===== config.mk =====
export PLATFORM = sky130hd
export DESIGN_NAME = time_of_day_counter
export DESIGN_NICKNAME = d
export VERILOG_FILES = /design/src/rtl/tdc_pkg.sv /design/src/rtl/tdc_front.sv /design/src/rtl/tdc_queue.sv /design/src/rtl/tdc_back.sv /design/src/rtl/time_of_day_counter.sv
export VERILOG_INCLUDE_DIRS = /design/src /design/src/rtl
export SDC_FILE = /design/constraint.sdc
export NUM_CORES = 2
export LEC_CHECK = 0
export BUFFER_PORTS_ARGS = -buffer_cell sky130_fd_sc_hd__clkbuf_2
export CAP_MARGIN = 20
export CORE_MARGIN = 2
export CORE_UTILIZATION = 45
export DETAILED_ROUTE_END_ITERATION = 6
export RECOVER_POWER = 25
export SETUP_SLACK_MARGIN = 0.2
export SLEW_MARGIN = 20
export SYNTH_ARGS = -nofsm -noshare
export SYNTH_HDL_FRONTEND = slang
export SYNTH_SLANG_ARGS = --single-unit

===== constraint.sdc =====
create_clock -name aclk -period 17.45 [get_ports aclk]
set_clock_uncertainty 0.2 [all_clocks]
set_input_delay 3.49 -clock aclk [delete_from_list [all_inputs] [get_ports aclk]]
set_output_delay 3.49 -clock aclk [all_outputs]
set_load 0.05 [all_outputs]

===== src/rtl/time_of_day_counter_macros.svh =====
// Assertion macros used by the time-of-day counter back end.
`ifndef TIME_OF_DAY_COUNTER_MACROS_SVH
`define TIME_OF_DAY_COUNTER_MACROS_SVH

// Condition holds at every clock edge outside reset.
`define TDC_ASSERT_ALWAYS(label, clk, rstn, cond, msg) \
    label: assert property (@(posedge clk) disable iff (!rstn) (cond)) else $error(msg);

// Trigger in one cycle implies the condition in the next.
`define TDC_ASSERT_NEXT(label, clk, rstn, trig, cond, msg) \
    label: assert property (@(posedge clk) disable iff (!rstn) (trig) |=> (cond)) \
        else $error(msg);

`endif


===== src/rtl/tdc_pkg.sv =====
// Shared constants, codes and types of the time-of-day counter.
`default_nettype none

package tdc_pkg;

    localparam int unsigned HOUR_W = 5;
    localparam int unsigned MIN_W = 6;
    localparam int unsigned SEC_W = 6;
    localparam int unsigned TOD_W = 17;
    localparam int unsigned CMD_W = 3;
    localparam int unsigned FIELD_W = 32;

    localparam int unsigned S_TDATA_W = 4 * FIELD_W;
    localparam int unsigned M_TDATA_W = 40;

    localparam int unsigned SECS_PER_HOUR = 3600;
    localparam int unsigned SECS_PER_MIN = 60;
    localparam int unsigned HOURS_PER_DAY = 24;
    localparam int unsigned SECS_PER_DAY = SECS_PER_HOUR * HOURS_PER_DAY;
    localparam int unsigned LAST_SEC = 59;
    localparam int unsigned LAST_MIN = 59;
    localparam int unsigned LAST_HOUR = 23;

    // Reciprocals for constant division; each estimate is low by at most one.
    localparam int unsigned DAY_SHIFT = 48;
    localparam logic [31:0] DAY_RECIP = 32'((64'd1 << DAY_SHIFT) / 64'(SECS_PER_DAY));
    localparam int unsigned HOUR_SHIFT = 27;
    localparam logic [15:0] HOUR_RECIP = 16'((64'd1 << HOUR_SHIFT) / 64'(SECS_PER_HOUR));
    localparam int unsigned MIN_SHIFT = 16;
    localparam logic [10:0] MIN_RECIP = 11'((64'd1 << MIN_SHIFT) / 64'(SECS_PER_MIN));

    localparam int unsigned QUEUE_DEPTH_DEFAULT = 4;

    typedef enum logic [CMD_W-1:0] {
        CMD_TICK_UP      = 3'd0,
        CMD_TICK_DOWN    = 3'd1,
        CMD_LOAD_HMS     = 3'd2,
        CMD_LOAD_SECONDS = 3'd3,
        CMD_ADD_SECONDS  = 3'd4
    } cmd_t;

    typedef enum logic [2:0] {
        OP_HOLD,
        OP_TICK_UP,
        OP_TICK_DOWN,
        OP_LOAD,
        OP_ADD
    } op_kind_t;

    typedef struct packed {
        op_kind_t          kind;
        logic [HOUR_W-1:0] hh;
        logic [MIN_W-1:0]  mm;
        logic [SEC_W-1:0]  ss;
        logic [TOD_W-1:0]  total;
    } op_t;

endpackage

`default_nettype wire


===== src/rtl/tdc_front.sv =====
// Command front end: classify commands and split second counts into h:m:s.
`default_nettype none

module tdc_front (
    input  wire logic                        aclk,
    input  wire logic                        aresetn,
    input  wire logic                        in_valid,
    output logic                             in_ready,
    input  wire logic [tdc_pkg::CMD_W-1:0]   in_cmd,
    input  wire logic [tdc_pkg::FIELD_W-1:0] in_hour,
    input  wire logic [tdc_pkg::FIELD_W-1:0] in_minute,
    input  wire logic [tdc_pkg::FIELD_W-1:0] in_second,
    input  wire logic [tdc_pkg::FIELD_W-1:0] in_value,
    output logic                             out_valid,
    input  wire logic                        out_ready,
    output tdc_pkg::op_t                     out_op
);
    import tdc_pkg::*;

    localparam int unsigned STAGES = 7;
    localparam int unsigned NUM_W = FIELD_W - 1;
    localparam int unsigned PROD_W = NUM_W + 32;
    localparam int unsigned REM_W = 12;

    typedef enum logic [1:0] {
        SRC_ZERO,
        SRC_HMS,
        SRC_SPLIT
    } src_t;

    typedef struct packed {
        op_kind_t          kind;
        src_t              src;
        logic [HOUR_W-1:0] hh;
        logic [MIN_W-1:0]  mm;
        logic [SEC_W-1:0]  ss;
        logic [TOD_W-1:0]  total;
    } side_t;

    logic              en;
    logic [STAGES-1:0] valid_reg;
    side_t             side_reg [STAGES];
    side_t             side_next;
    logic              hms_ok;
    cmd_t              cmd;

    logic [PROD_W-1:0] prod1_reg, prod1_next;
    logic [NUM_W-1:0]  num1_reg, num2_reg;
    logic [31:0]       qd2_reg, qd2_next;
    logic [31:0]       diff3;
    logic [TOD_W-1:0]  r3_reg, r3_next, r4_reg, r5_reg, r6_reg, r7_reg;
    logic [31:0]       hprod4;
    logic [HOUR_W-1:0] hest4_reg, h5_reg, h5_next, h6_reg, h7_reg;
    logic [TOD_W-1:0]  hrem5;
    logic [REM_W-1:0]  rem5_reg, rem5_next, rem6_reg;
    logic [21:0]       mprod6;
    logic [MIN_W-1:0]  mest6_reg, m7_next, m7_reg;
    logic [REM_W-1:0]  srem7;
    logic [SEC_W-1:0]  s7_next, s7_reg;

    assign en        = !valid_reg[STAGES-1] || out_ready;
    assign in_ready  = en;
    assign out_valid = valid_reg[STAGES-1];
    assign cmd       = cmd_t'(in_cmd);

    assign hms_ok = (in_hour <= FIELD_W'(LAST_HOUR)) && (in_minute <= FIELD_W'(LAST_MIN))
                    && (in_second <= FIELD_W'(LAST_SEC));

    always_comb begin
        side_next.hh    = hms_ok ? in_hour[HOUR_W-1:0] : '0;
        side_next.mm    = hms_ok ? in_minute[MIN_W-1:0] : '0;
        side_next.ss    = hms_ok ? in_second[SEC_W-1:0] : '0;
        side_next.total = TOD_W'(side_next.hh * SECS_PER_HOUR + side_next.mm * SECS_PER_MIN
                                 + side_next.ss);
        unique case (cmd)
            CMD_TICK_UP: begin
                side_next.kind = OP_TICK_UP;
                side_next.src  = SRC_ZERO;
            end
            CMD_TICK_DOWN: begin
                side_next.kind = OP_TICK_DOWN;
                side_next.src  = SRC_ZERO;
            end
            CMD_LOAD_HMS: begin
                side_next.kind = OP_LOAD;
                side_next.src  = SRC_HMS;
            end
            CMD_LOAD_SECONDS: begin
                side_next.kind = OP_LOAD;
                side_next.src  = in_value[FIELD_W-1] ? SRC_ZERO : SRC_SPLIT;
            end
            CMD_ADD_SECONDS: begin
                side_next.kind = in_value[FIELD_W-1] ? OP_HOLD : OP_ADD;
                side_next.src  = SRC_SPLIT;
            end
            default: begin
                side_next.kind = OP_HOLD;
                side_next.src  = SRC_ZERO;
            end
        endcase
    end

    // Day quotient estimate, remainder, then hours, minutes and seconds.
    assign prod1_next = PROD_W'(in_value[NUM_W-1:0]) * PROD_W'(DAY_RECIP);
    assign qd2_next   = 32'(prod1_reg[PROD_W-1:DAY_SHIFT]) * 32'(SECS_PER_DAY);
    assign diff3      = 32'(num2_reg) - qd2_reg;
    assign r3_next    = TOD_W'((diff3 >= SECS_PER_DAY) ? diff3 - SECS_PER_DAY : diff3);
    assign hprod4     = 32'(r3_reg) * 32'(HOUR_RECIP);
    assign hrem5      = r4_reg - TOD_W'(hest4_reg * SECS_PER_HOUR);

    always_comb begin
        if (hrem5 >= SECS_PER_HOUR) begin
            rem5_next = REM_W'(hrem5 - SECS_PER_HOUR);
            h5_next   = hest4_reg + 1'b1;
        end else begin
            rem5_next = REM_W'(hrem5);
            h5_next   = hest4_reg;
        end
    end

    assign mprod6 = 22'(rem5_reg) * 22'(MIN_RECIP);
    assign srem7  = rem6_reg - REM_W'(mest6_reg * SECS_PER_MIN);

    always_comb begin
        if (srem7 >= SECS_PER_MIN) begin
            s7_next = SEC_W'(srem7 - SECS_PER_MIN);
            m7_next = mest6_reg + 1'b1;
        end else begin
            s7_next = SEC_W'(srem7);
            m7_next = mest6_reg;
        end
    end

    always_ff @(posedge aclk) begin
        if (!aresetn) begin
            valid_reg <= '0;
        end else if (en) begin
            valid_reg <= {valid_reg[STAGES-2:0], in_valid};
        end
    end

    always_ff @(posedge aclk) begin
        if (en) begin
            side_reg[0] <= side_next;
            for (int i = 1; i < STAGES; i++) begin
                side_reg[i] <= side_reg[i-1];
            end
            prod1_reg <= prod1_next;
            num1_reg  <= in_value[NUM_W-1:0];
            qd2_reg   <= qd2_next;
            num2_reg  <= num1_reg;
            r3_reg    <= r3_next;
            hest4_reg <= hprod4[HOUR_SHIFT+HOUR_W-1:HOUR_SHIFT];
            r4_reg    <= r3_reg;
            h5_reg    <= h5_next;
            rem5_reg  <= rem5_next;
            r5_reg    <= r4_reg;
            mest6_reg <= mprod6[MIN_SHIFT+MIN_W-1:MIN_SHIFT];
            h6_reg    <= h5_reg;
            rem6_reg  <= rem5_reg;
            r6_reg    <= r5_reg;
            h7_reg    <= h6_reg;
            m7_reg    <= m7_next;
            s7_reg    <= s7_next;
            r7_reg    <= r6_reg;
        end
    end

    always_comb begin
        out_op.kind = side_reg[STAGES-1].kind;
        unique case (side_reg[STAGES-1].src)
            SRC_HMS: begin
                out_op.hh    = side_reg[STAGES-1].hh;
                out_op.mm    = side_reg[STAGES-1].mm;
                out_op.ss    = side_reg[STAGES-1].ss;
                out_op.total = side_reg[STAGES-1].total;
            end
            SRC_SPLIT: begin
                out_op.hh    = h7_reg;
                out_op.mm    = m7_reg;
                out_op.ss    = s7_reg;
                out_op.total = r7_reg;
            end
            default: begin
                out_op.hh    = '0;
                out_op.mm    = '0;
                out_op.ss    = '0;
                out_op.total = '0;
            end
        endcase
    end

endmodule

`default_nettype wire


===== src/rtl/tdc_queue.sv =====
// Short FIFO of classified operations between front end and back end.
`default_nettype none

module tdc_queue #(
    parameter int unsigned DEPTH = tdc_pkg::QUEUE_DEPTH_DEFAULT
) (
    input  wire logic         aclk,
    input  wire logic         aresetn,
    input  wire logic         in_valid,
    output logic              in_ready,
    input  wire tdc_pkg::op_t in_op,
    output logic              out_valid,
    input  wire logic         out_ready,
    output tdc_pkg::op_t      out_op
);
    import tdc_pkg::*;

    localparam int unsigned PTR_W = (DEPTH > 1) ? $clog2(DEPTH) : 1;
    localparam int unsigned CNT_W = $clog2(DEPTH + 1);

    op_t              mem [DEPTH];
    logic [PTR_W-1:0] wr_ptr_reg, wr_ptr_next, rd_ptr_reg, rd_ptr_next;
    logic [CNT_W-1:0] count_reg, count_next;
    logic             push, pop;

    assign in_ready  = count_reg != CNT_W'(DEPTH);
    assign out_valid = count_reg != '0;
    assign push      = in_valid && in_ready;
    assign pop       = out_valid && out_ready;
    assign out_op    = mem[rd_ptr_reg];

    always_comb begin
        wr_ptr_next = wr_ptr_reg;
        rd_ptr_next = rd_ptr_reg;
        count_next  = count_reg;
        if (push) begin
            wr_ptr_next = (wr_ptr_reg == PTR_W'(DEPTH - 1)) ? '0 : wr_ptr_reg + 1'b1;
        end
        if (pop) begin
            rd_ptr_next = (rd_ptr_reg == PTR_W'(DEPTH - 1)) ? '0 : rd_ptr_reg + 1'b1;
        end
        if (push && !pop) begin
            count_next = count_reg + 1'b1;
        end else if (pop && !push) begin
            count_next = count_reg - 1'b1;
        end
    end

    always_ff @(posedge aclk) begin
        if (!aresetn) begin
            wr_ptr_reg <= '0;
            rd_ptr_reg <= '0;
            count_reg  <= '0;
        end else begin
            wr_ptr_reg <= wr_ptr_next;
            rd_ptr_reg <= rd_ptr_next;
            count_reg  <= count_next;
        end
    end

    always_ff @(posedge aclk) begin
        if (push) begin
            mem[wr_ptr_reg] <= in_op;
        end
    end

endmodule

`default_nettype wire


===== src/rtl/tdc_back.sv =====
// Time-of-day state and result register: apply one operation per cycle while out_ready does not hold the result.
`default_nettype none
`include "time_of_day_counter_macros.svh"

module tdc_back (
    input  wire logic                       aclk,
    input  wire logic                       aresetn,
    input  wire logic                       op_valid,
    output logic                            op_ready,
    input  wire tdc_pkg::op_t               op,
    output logic                            out_valid,
    input  wire logic                       out_ready,
    output logic [tdc_pkg::HOUR_W-1:0]      out_hour,
    output logic [tdc_pkg::MIN_W-1:0]       out_minute,
    output logic [tdc_pkg::SEC_W-1:0]       out_second,
    output logic [tdc_pkg::TOD_W-1:0]       out_total
);
    import tdc_pkg::*;

    logic [HOUR_W-1:0] hour_reg, hour_next, out_hour_reg;
    logic [MIN_W-1:0]  minute_reg, minute_next, out_minute_reg;
    logic [SEC_W-1:0]  second_reg, second_next, out_second_reg;
    logic [TOD_W-1:0]  total_reg, total_next, out_total_reg;
    logic              out_valid_reg;
    logic              pop;

    logic [SEC_W:0]    sec_sum;
    logic              sec_carry;
    logic [MIN_W:0]    min_sum;
    logic              min_carry;
    logic [HOUR_W:0]   hour_sum;
    logic [TOD_W:0]    tot_sum;

    assign op_ready = !out_valid_reg || out_ready;
    assign pop      = op_valid && op_ready;

    // Mixed-radix add of the day offset, with a carry from seconds into minutes and from minutes into hours.
    assign sec_sum   = (SEC_W + 1)'(second_reg) + (SEC_W + 1)'(op.ss);
    assign sec_carry = sec_sum >= SECS_PER_MIN;
    assign min_sum   = (MIN_W + 1)'(minute_reg) + (MIN_W + 1)'(op.mm) + (MIN_W + 1)'(sec_carry);
    assign min_carry = min_sum >= SECS_PER_MIN;
    assign hour_sum  = (HOUR_W + 1)'(hour_reg) + (HOUR_W + 1)'(op.hh) + (HOUR_W + 1)'(min_carry);
    assign tot_sum   = (TOD_W + 1)'(total_reg) + (TOD_W + 1)'(op.total);

    always_comb begin
        hour_next   = hour_reg;
        minute_next = minute_reg;
        second_next = second_reg;
        total_next  = total_reg;
        if (pop) begin
            unique case (op.kind)
                OP_TICK_UP: begin
                    total_next = (total_reg == TOD_W'(SECS_PER_DAY - 1)) ? '0 : total_reg + 1'b1;
                    if (second_reg != SEC_W'(LAST_SEC)) begin
                        second_next = second_reg + 1'b1;
                    end else begin
                        second_next = '0;
                        if (minute_reg != MIN_W'(LAST_MIN)) begin
                            minute_next = minute_reg + 1'b1;
                        end else begin
                            minute_next = '0;
                            hour_next   = (hour_reg == HOUR_W'(LAST_HOUR)) ? '0
                                                                           : hour_reg + 1'b1;
                        end
                    end
                end
                OP_TICK_DOWN: begin
                    total_next = (total_reg == '0) ? TOD_W'(SECS_PER_DAY - 1) : total_reg - 1'b1;
                    if (second_reg != '0) begin
                        second_next = second_reg - 1'b1;
                    end else begin
                        second_next = SEC_W'(LAST_SEC);
                        if (minute_reg != '0) begin
                            minute_next = minute_reg - 1'b1;
                        end else begin
                            minute_next = MIN_W'(LAST_MIN);
                            hour_next   = (hour_reg == '0) ? HOUR_W'(LAST_HOUR)
                                                           : hour_reg - 1'b1;
                        end
                    end
                end
                OP_LOAD: begin
                    hour_next   = op.hh;
                    minute_next = op.mm;
                    second_next = op.ss;
                    total_next  = op.total;
                end
                OP_ADD: begin
                    second_next = SEC_W'(sec_carry ? sec_sum - SECS_PER_MIN : 32'(sec_sum));
                    minute_next = MIN_W'(min_carry ? min_sum - SECS_PER_MIN : 32'(min_sum));
                    hour_next   = HOUR_W'((hour_sum >= HOURS_PER_DAY) ? hour_sum - HOURS_PER_DAY
                                                                      : 32'(hour_sum));
                    total_next  = TOD_W'((tot_sum >= SECS_PER_DAY) ? tot_sum - SECS_PER_DAY
                                                                   : 32'(tot_sum));
                end
                default: begin
                    hour_next = hour_reg;
                end
            endcase
        end
    end

    always_ff @(posedge aclk) begin
        if (!aresetn) begin
            hour_reg      <= '0;
            minute_reg    <= '0;
            second_reg    <= '0;
            total_reg     <= '0;
            out_valid_reg <= 1'b0;
        end else begin
            hour_reg   <= hour_next;
            minute_reg <= minute_next;
            second_reg <= second_next;
            total_reg  <= total_next;
            if (pop) begin
                out_valid_reg <= 1'b1;
            end else if (out_ready) begin
                out_valid_reg <= 1'b0;
            end
        end
    end

    always_ff @(posedge aclk) begin
        if (pop) begin
            out_hour_reg   <= hour_next;
            out_minute_reg <= minute_next;
            out_second_reg <= second_next;
            out_total_reg  <= total_next;
        end
    end

    assign out_valid  = out_valid_reg;
    assign out_hour   = out_hour_reg;
    assign out_minute = out_minute_reg;
    assign out_second = out_second_reg;
    assign out_total  = out_total_reg;

    `TDC_ASSERT_ALWAYS(a_state_range, aclk, aresetn, (hour_reg <= HOUR_W'(LAST_HOUR)) && (minute_reg <= MIN_W'(LAST_MIN)) && (second_reg <= SEC_W'(LAST_SEC)), "time of day out of range")
    `TDC_ASSERT_ALWAYS(a_total_matches, aclk, aresetn, total_reg == TOD_W'(hour_reg * SECS_PER_HOUR + minute_reg * SECS_PER_MIN + second_reg), "seconds-of-day total disagrees with h:m:s")
    `TDC_ASSERT_NEXT(a_result_tracks_state, aclk, aresetn, pop, out_valid_reg && (out_total_reg == total_reg) && (out_hour_reg == hour_reg) && (out_second_reg == second_reg), "result register does not match state")

endmodule

`default_nettype wire


===== src/rtl/time_of_day_counter.sv =====
// Top level of the 24-hour hh:mm:ss time-of-day counter.
// Takes one command per cycle on the s_ stream while s_tready is high and returns exactly one
// result per command on the m_ stream, in order: the time after the command and its
// seconds-of-day total. A command passes a seven-stage front end that classifies it and
// splits any second count into h:m:s with reciprocal multiplies, waits in a QUEUE_DEPTH-entry
// FIFO, and is applied by the back end, whose update of the time registers sets the sustained
// rate of one command per clock while m_tready stays high. Back pressure on m_tready stalls
// the back end first; the FIFO then fills and the front end holds until space opens.
`default_nettype none

module time_of_day_counter #(
    parameter int unsigned QUEUE_DEPTH = tdc_pkg::QUEUE_DEPTH_DEFAULT
) (
    input  wire logic                          aclk,
    input  wire logic                          aresetn,
    input  wire logic                          s_tvalid,
    output logic                               s_tready,
    // hour_in [31:0], minute_in [63:32], second_in [95:64], seconds_value [127:96]
    input  wire logic [tdc_pkg::S_TDATA_W-1:0] s_tdata,
    // command [2:0]
    input  wire logic [tdc_pkg::CMD_W-1:0]     s_tuser,
    output logic                               m_tvalid,
    input  wire logic                          m_tready,
    // hour_out [4:0], minute_out [10:5], second_out [16:11], seconds_of_day [33:17], zero pad
    output logic [tdc_pkg::M_TDATA_W-1:0]      m_tdata
);
    import tdc_pkg::*;

    localparam int unsigned PAD_W = M_TDATA_W - (HOUR_W + MIN_W + SEC_W + TOD_W);

    logic              fq_valid, fq_ready;
    op_t               fq_op;
    logic              qb_valid, qb_ready;
    op_t               qb_op;
    logic [HOUR_W-1:0] res_hour;
    logic [MIN_W-1:0]  res_minute;
    logic [SEC_W-1:0]  res_second;
    logic [TOD_W-1:0]  res_total;

    tdc_front u_front (
        .aclk      (aclk),
        .aresetn   (aresetn),
        .in_valid  (s_tvalid),
        .in_ready  (s_tready),
        .in_cmd    (s_tuser),
        .in_hour   (s_tdata[FIELD_W-1:0]),
        .in_minute (s_tdata[2*FIELD_W-1:FIELD_W]),
        .in_second (s_tdata[3*FIELD_W-1:2*FIELD_W]),
        .in_value  (s_tdata[4*FIELD_W-1:3*FIELD_W]),
        .out_valid (fq_valid),
        .out_ready (fq_ready),
        .out_op    (fq_op)
    );

    tdc_queue #(
        .DEPTH (QUEUE_DEPTH)
    ) u_queue (
        .aclk      (aclk),
        .aresetn   (aresetn),
        .in_valid  (fq_valid),
        .in_ready  (fq_ready),
        .in_op     (fq_op),
        .out_valid (qb_valid),
        .out_ready (qb_ready),
        .out_op    (qb_op)
    );

    tdc_back u_back (
        .aclk       (aclk),
        .aresetn    (aresetn),
        .op_valid   (qb_valid),
        .op_ready   (qb_ready),
        .op         (qb_op),
        .out_valid  (m_tvalid),
        .out_ready  (m_tready),
        .out_hour   (res_hour),
        .out_minute (res_minute),
        .out_second (res_second),
        .out_total  (res_total)
    );

    assign m_tdata = {PAD_W'(0), res_total, res_second, res_minute, res_hour};

endmodule

`default_nettype wire

# [After elaboration in Yosys (flattened, before gate mapping)]
# Memories as Yosys holds them, arrays and structs flattened. A register that Yosys moved wholly into a read port is not among the register bits.
# Index checks and enable logic that the tools add are counted.
[totals] inputBits=135 ram_bits=421 reg_bits=379 memories=2 elab_cells=170
[memory_table] memory="u_front.side_reg" depth=7 width=39 read_ports=7 rd_clocked_by_memory_dff=0 wr=7 line="tdc_front.sv:42" source="side_t side_reg [STAGES];"
[memory_table] memory="u_queue.mem" depth=4 width=37 read_ports=1 rd_clocked_by_memory_dff=1 wr=1 line="tdc_queue.sv:21" source="op_t mem [DEPTH];"
[op_classes] reduce_logical=20 n_addsub=32 mux=50 magnitude_cmp=10 n_eq_ne=17 mul=8
[ops] operator="17-bit two-way mux" count=5
[ops] operator="6-bit two-way mux" count=14
[ops] operator="17-bit one-hot mux with 4 select lines" count=1
[ops] operator="34-bit one-hot mux with 2 select lines" count=1
[ops] operator="32-bit by 6-bit less-or-equal comparator with 1-bit output, second input constant" count=2
[ops] operator="31-bit by 31-bit multiplier with 62-bit output, second input constant" count=1
[ops] operator="5-bit two-way mux" count=10
[ops] operator="6-bit one-hot mux with 4 select lines" count=2
[ops] operator="17-bit subtractor, second input constant" count=2
[ops] operator="32-bit by 17-bit greater-or-equal comparator with 1-bit output, second input constant" count=1
[ops] operator="32-bit by 5-bit less-or-equal comparator with 1-bit output, second input constant" count=1
[ops] operator="31-bit by 32-bit subtractor with 32-bit output" count=1
[ops] operator="17-bit by 15-bit multiplier with 31-bit output, second input constant" count=1
[ops] operator="5-bit by 8-bit multiplier with 13-bit output, second input constant" count=2
[ops] operator="15-bit by 10-bit multiplier with 25-bit output, second input constant" count=1
[ops] operator="5-bit one-hot mux with 5 select lines" count=1
[ops] operator="12-bit by 9-bit multiplier with 20-bit output, second input constant" count=1
[ops] operator="6-bit by 4-bit multiplier with 10-bit output, second input constant" count=2
[ops] operator="5-bit one-hot mux with 4 select lines" count=1
[ops] operator="17-bit by 17-bit adder with 18-bit output" count=1
[ops] operator="6-bit by 1-bit adder with 6-bit output, second input constant" count=3
[ops] operator="18-bit by 17-bit greater-or-equal comparator with 1-bit output, second input constant" count=1
[ops] operator="6-bit subtractor, second input constant" count=3
[ops] operator="17-bit by 1-bit adder with 17-bit output, second input constant" count=1
[ops] operator="other kinds (43)" count=78

# [Longest topological paths before layout]
[logic_depth] word_depth=9 depth_mapped=35 depth_no_buf=34

# [Hierarchy]
# From an unflattened synthesis, not the netlist that was laid out.
[unflattened] cells_unflattened=4445 hier_area_um2=53560.1
[modules_own_cells] module="tdc_front" area_each_um2=41129.4 seq_area_each_um2=15094.5 instances=1 cells_per_inst=3394
[modules_own_cells] module="tdc_back" area_each_um2=6563.8 seq_area_each_um2=1721.7 instances=1 cells_per_inst=800
[modules_own_cells] module="tdc_queue" area_each_um2=5818.1 seq_area_each_um2=4624.4 instances=1 cells_per_inst=244
[modules_own_cells] module="time_of_day_counter" area_each_um2=48.8 seq_area_each_um2=0.0 instances=1 cells_per_inst=7

# [Worst setup path after synthesis]
# OpenSTA, ideal clock, no wires.
[synth_timing] kind="register -> output" startpoint="register u_queue.count_reg[0]" endpoint="output port s_tready" n_path_buf=1 required_ns=13.760 path_stages_with_launch=5 arrival_time_ns=10.726 setup_slack_ns=3.034 cell_sequence="dfxtp_1 > nor2_1 > and3_1 > clkbuf_1 > inv_1"
[synth_between] elab_chain_len=2
[synth_lines] element="start, declared" line="tdc_queue.sv:23" source="logic [CNT_W-1:0] count_reg, count_next;"
[synth_lines] element="start signal, assigned" line="tdc_queue.sv:57" source="count_reg <= count_next;"
[synth_lines] element="3-bit inequality test" line="tdc_queue.sv:26" source="assign in_ready = count_reg != CNT_W'(DEPTH);"
[synth_lines] element="1-bit logical OR" line="tdc_front.sv:61" source="assign en = !valid_reg[STAGES-1] || out_ready;"
[synth_lines] element="end, declared" line="time_of_day_counter.sv:17" source="output logic s_tready,"
# Every way passes these cells.

# [Worst setup path after layout]
[layout_timing] startpoint="input port s_tdata[102] (netlist bit)" endpoint="register u_front.prod1_reg[58], data pin"
[layout_between] elab_chain_len=1
[layout_lines] element="start, declared" line="time_of_day_counter.sv:19" source="input wire logic [tdc_pkg::S_TDATA_W-1:0] s_tdata,"
[layout_lines] element="31-bit by 31-bit multiplier with 62-bit output" line="tdc_front.sv:104" source="assign prod1_next = PROD_W'(in_value[NUM_W-1:0]) * PROD_W'(DAY_RECIP);"
[layout_lines] element="net u_front.prod1_next[58]" line="tdc_front.sv:47" source="logic [PROD_W-1:0] prod1_reg, prod1_next;"
[layout_lines] element="end signal, assigned" line="tdc_front.sv:148" source="prod1_reg <= prod1_next;"
[layout_lines] element="end, declared" line="tdc_front.sv:47"
# The timed path passes the listed nets, and every way through them passes these cells.
# A chain may end at the register's enable or synchronous reset.

==> impl_metrics.tcl <==
set metrics [dict create \
    status "finished clean" \
    fp.coreArea_sq_um 116000 \
    area_growth_pct 10.1 \
    wl_per_cell_microns 18.3 \
    syn-instance-count 4338 \
    hold_viol 0 \
    utilization 0.498 \
    largest_register_ff_count 259 \
    drtAntennaViolNets 0 \
    synthFlopType "edfxtp_1" \
    die_x_microns 345 \
    setup_viol 0 \
    grt_max_degree 164 \
    worstPathBufferInverterCount 3 \
    place_hpwl_microns 88900 \
    ys_seq_area_frac 0.404 \
    nNetsFinal 5875 \
    async_flop_share 0 \
    post_cts_buffers 0 \
    slew_viol_final 0 \
    n_fill_cell 10278 \
    max_stage_delay_ns 0.59 \
    clockBufferDepth 3 \
    grt_setup_unrepaired "false" \
    cts_resized 0 \
    routed_wirelength_microns 112000 \
    h-tree-depth 3 \
    path_cells "clkbuf_2 -> fa_1 -> ha_1 -> inv_1 -> fa_1 -> fa_1 -> fa_1 -> inv_1 -> fa_1 -> fa_1 -> fa_1 -> ha_1 -> a21o_1 -> o31ai_1 -> a211oi_1 -> o31ai_1 -> a31oi_1 -> a21oi_1 -> o21ai_0 -> a21oi_1 -> xnor2_1" \
    ys_seq_elements 723 \
    cpMaxStageDelayCell "fa_1" \
    path_delay_family "adder cells" \
    synth_edf_count 672 \
    initial_core_util 0.453 \
    yosys_warnings 0 \
    grt_usage 0.193 \
    die_height_microns 345 \
    viasPerCell 5.22 \
    hold_path_class "flip-flop to flip-flop" \
    syn_area_sq_um 52400 \
    yosysMostFrequentCell "ha_1" \
    antenna_found_initial 0 \
    multi_input_area_sq_um 28100 \
    synth_area_leader_cell "edfxtp_1" \
    worst_pin_slew_ns 1.02 \
    gr-total-overflow 0 \
    ios 177 \
    rows 125 \
    syn_avg_cell_area_sq_um 12.1 \
    synthTopCellsByArea "edfxtp_1 (38%), ha_1 (20%), fa_1 (14%)" \
    port_buffers 170 \
    yosysTopAreaCellShare 0.385 \
    seq_area_sq_um 21200 \
    drive_above_1_share 0.0831 \
    critPathLaunchType "input pin" \
    clock_sinks 723 \
    place_congestion 0.899 \
    path_class "input pin to flip-flop" \
    die-area_sq_um 119000 \
    max_slew_margin 0.318 \
    grt_pass1_vias 32904 \
    cpMostUsedCell "fa_1" \
    drt-initial-drc-count 1734 \
    diodes 0 \
    path_clk_slew_ns 0.06 \
    timing.final.crit_share 0.590 \
    max_cap_viol_count 0 \
    synth_commonest_cells "ha_1 (843), inv_1 (760), edfxtp_1 (672), fa_1 (360), a21oi_1 (197)" \
    insertion_delay_ns 0.66 \
    min_period_ns 10.29 \
    grt_pass1_wl_microns 182000 \
    cp.arrival_ns 10.50 \
    dr.pass1.iters 5 \
    vias 31948 \
    synth.distinct_cells 95 \
    cts_tree "yes" \
    crit_path_end_kind "flip-flop" \
    fmax_mhz 97.1 \
    cts_hold_buf 0 \
    cp_max_fo 11 \
    worstPathRequired_ns 17.65 \
    setup_tns_ns 0 \
    cts_root_buf "clkbuf_16" \
    drc 0 \
    numCtsBuffers 79 \
]
-- stage by stage --
stage / area [sq um] / setup slack [ns] / std cells / hold WS (ns)
floorplan: 52500 / 3.03 / 4343 / 0.200
CTS: 57700 / 7.15 / 6122 / 0.192
global route: 57700 / 6.70 / 6122 / 0.203
detailed placement: 55100 / 6.49 / 5980 / 0.205
finish: 57700 / 7.16 / 6122 / 0.197
global placement: 55100 / 6.58 / 5980 / 0.200
-- worst reg2reg max path: cells and delay by family, from the launching register on --
family                     cells  cell delay, ns
buffers and inverters          3            0.30
adders and majority gates      7            2.05
muxes                          1            0.72
AOI/OAI and AO/OA             11            2.43
xor gates and xnor gates       3            0.61
DFF                            1            0.80
and+or+nand+nor                5            0.77
-- area by class of cell --
| type | count | area share |
|---|---|---|
| clock inverter | 46 | 0.00945 |
| clock buffer | 96 | 0.0361 |
| sequential | 723 | 0.367 |
| inverter | 761 | 0.0496 |
| timing repair buffer | 192 | 0.0178 |
| multi-input combinational | 2780 | 0.487 |
| tap | 1524 | 0.0330 |
-- logic make-up (layout without fill, tap and decap cells) --
group,count (synthesis),count (layout),share of synthesized area
AO/OA/AOI/OAI,652,652,0.0820
XOR/XNOR,190,190,0.0317
adder cells (fa/ha/maj),1203,1203,0.339
buffers and inverters,840,1095,0.0607
flip-flops,723,723,0.404
multiplexers,53,53,0.0187
other,1,6,0.0000715
AND/OR/NAND/NOR,676,676,0.0641
-- placed cells by master, fill, tap and decap left out, types with 16 or more instances in the layout --
| master | instances |
|---|---|
| nor4_1 | 33 |
| a21oi_1 | 196 |
| ha_1 | 843 |
| nand3_1 | 44 |
| o21bai_1 | 33 |
| o21ai_0 | 115 |
| clkbuf_16 | 80 |
| dfxtp_1 | 50 |
| clkbuf_2 | 170 |
| edfxtp_1 | 672 |
| xnor2_1 | 124 |
| nand4_1 | 25 |
| o21a_1 | 23 |
| fa_1 | 360 |
| nor2_1 | 176 |
| a21o_1 | 56 |
| inv_1 | 759 |
| nand2b_1 | 21 |
| buf_4 | 21 |
| xor2_1 | 66 |
| clkinv_1 | 16 |
| a22oi_1 | 40 |
| mux4_2 | 35 |
| a211oi_1 | 27 |
| nor2b_1 | 18 |
| nor3_1 | 48 |
| nand2_1 | 169 |
| and3_1 | 23 |
| and2_1 | 44 |
-- worst paths after layout --
check                     startpoint                       to  slack (ns)  cells past startpoint
max reg2reg                flip-flop       u_back.out_hour[4]        9.29                     30
max                     s_tdata[102]    u_front.prod1_reg[58]        7.16                     21
min          u_front.side_reg[0][23]  u_front.side_reg[1][23]        0.20                      0
min reg2reg  u_front.side_reg[0][23]  u_front.side_reg[1][23]        0.20                      0
-- metal layers --
| layer | track usage | wire length (microns) | vias up |
|---|---|---|---|
| li1 | - | - | 15639 |
| met3 | 0.0203 | 3370 | 152 |
| met5 | 0 | 0 | - |
| met1 | 0.249 | 48400 | 15639 |
| met4 | 0.0536 | 2930 | 0 |
| met2 | 0.342 | 57400 | 518 |
Power is left out: the tool's default activity adds up to more than one toggle a clock period on the data nets, which glitch-free logic cannot reach.
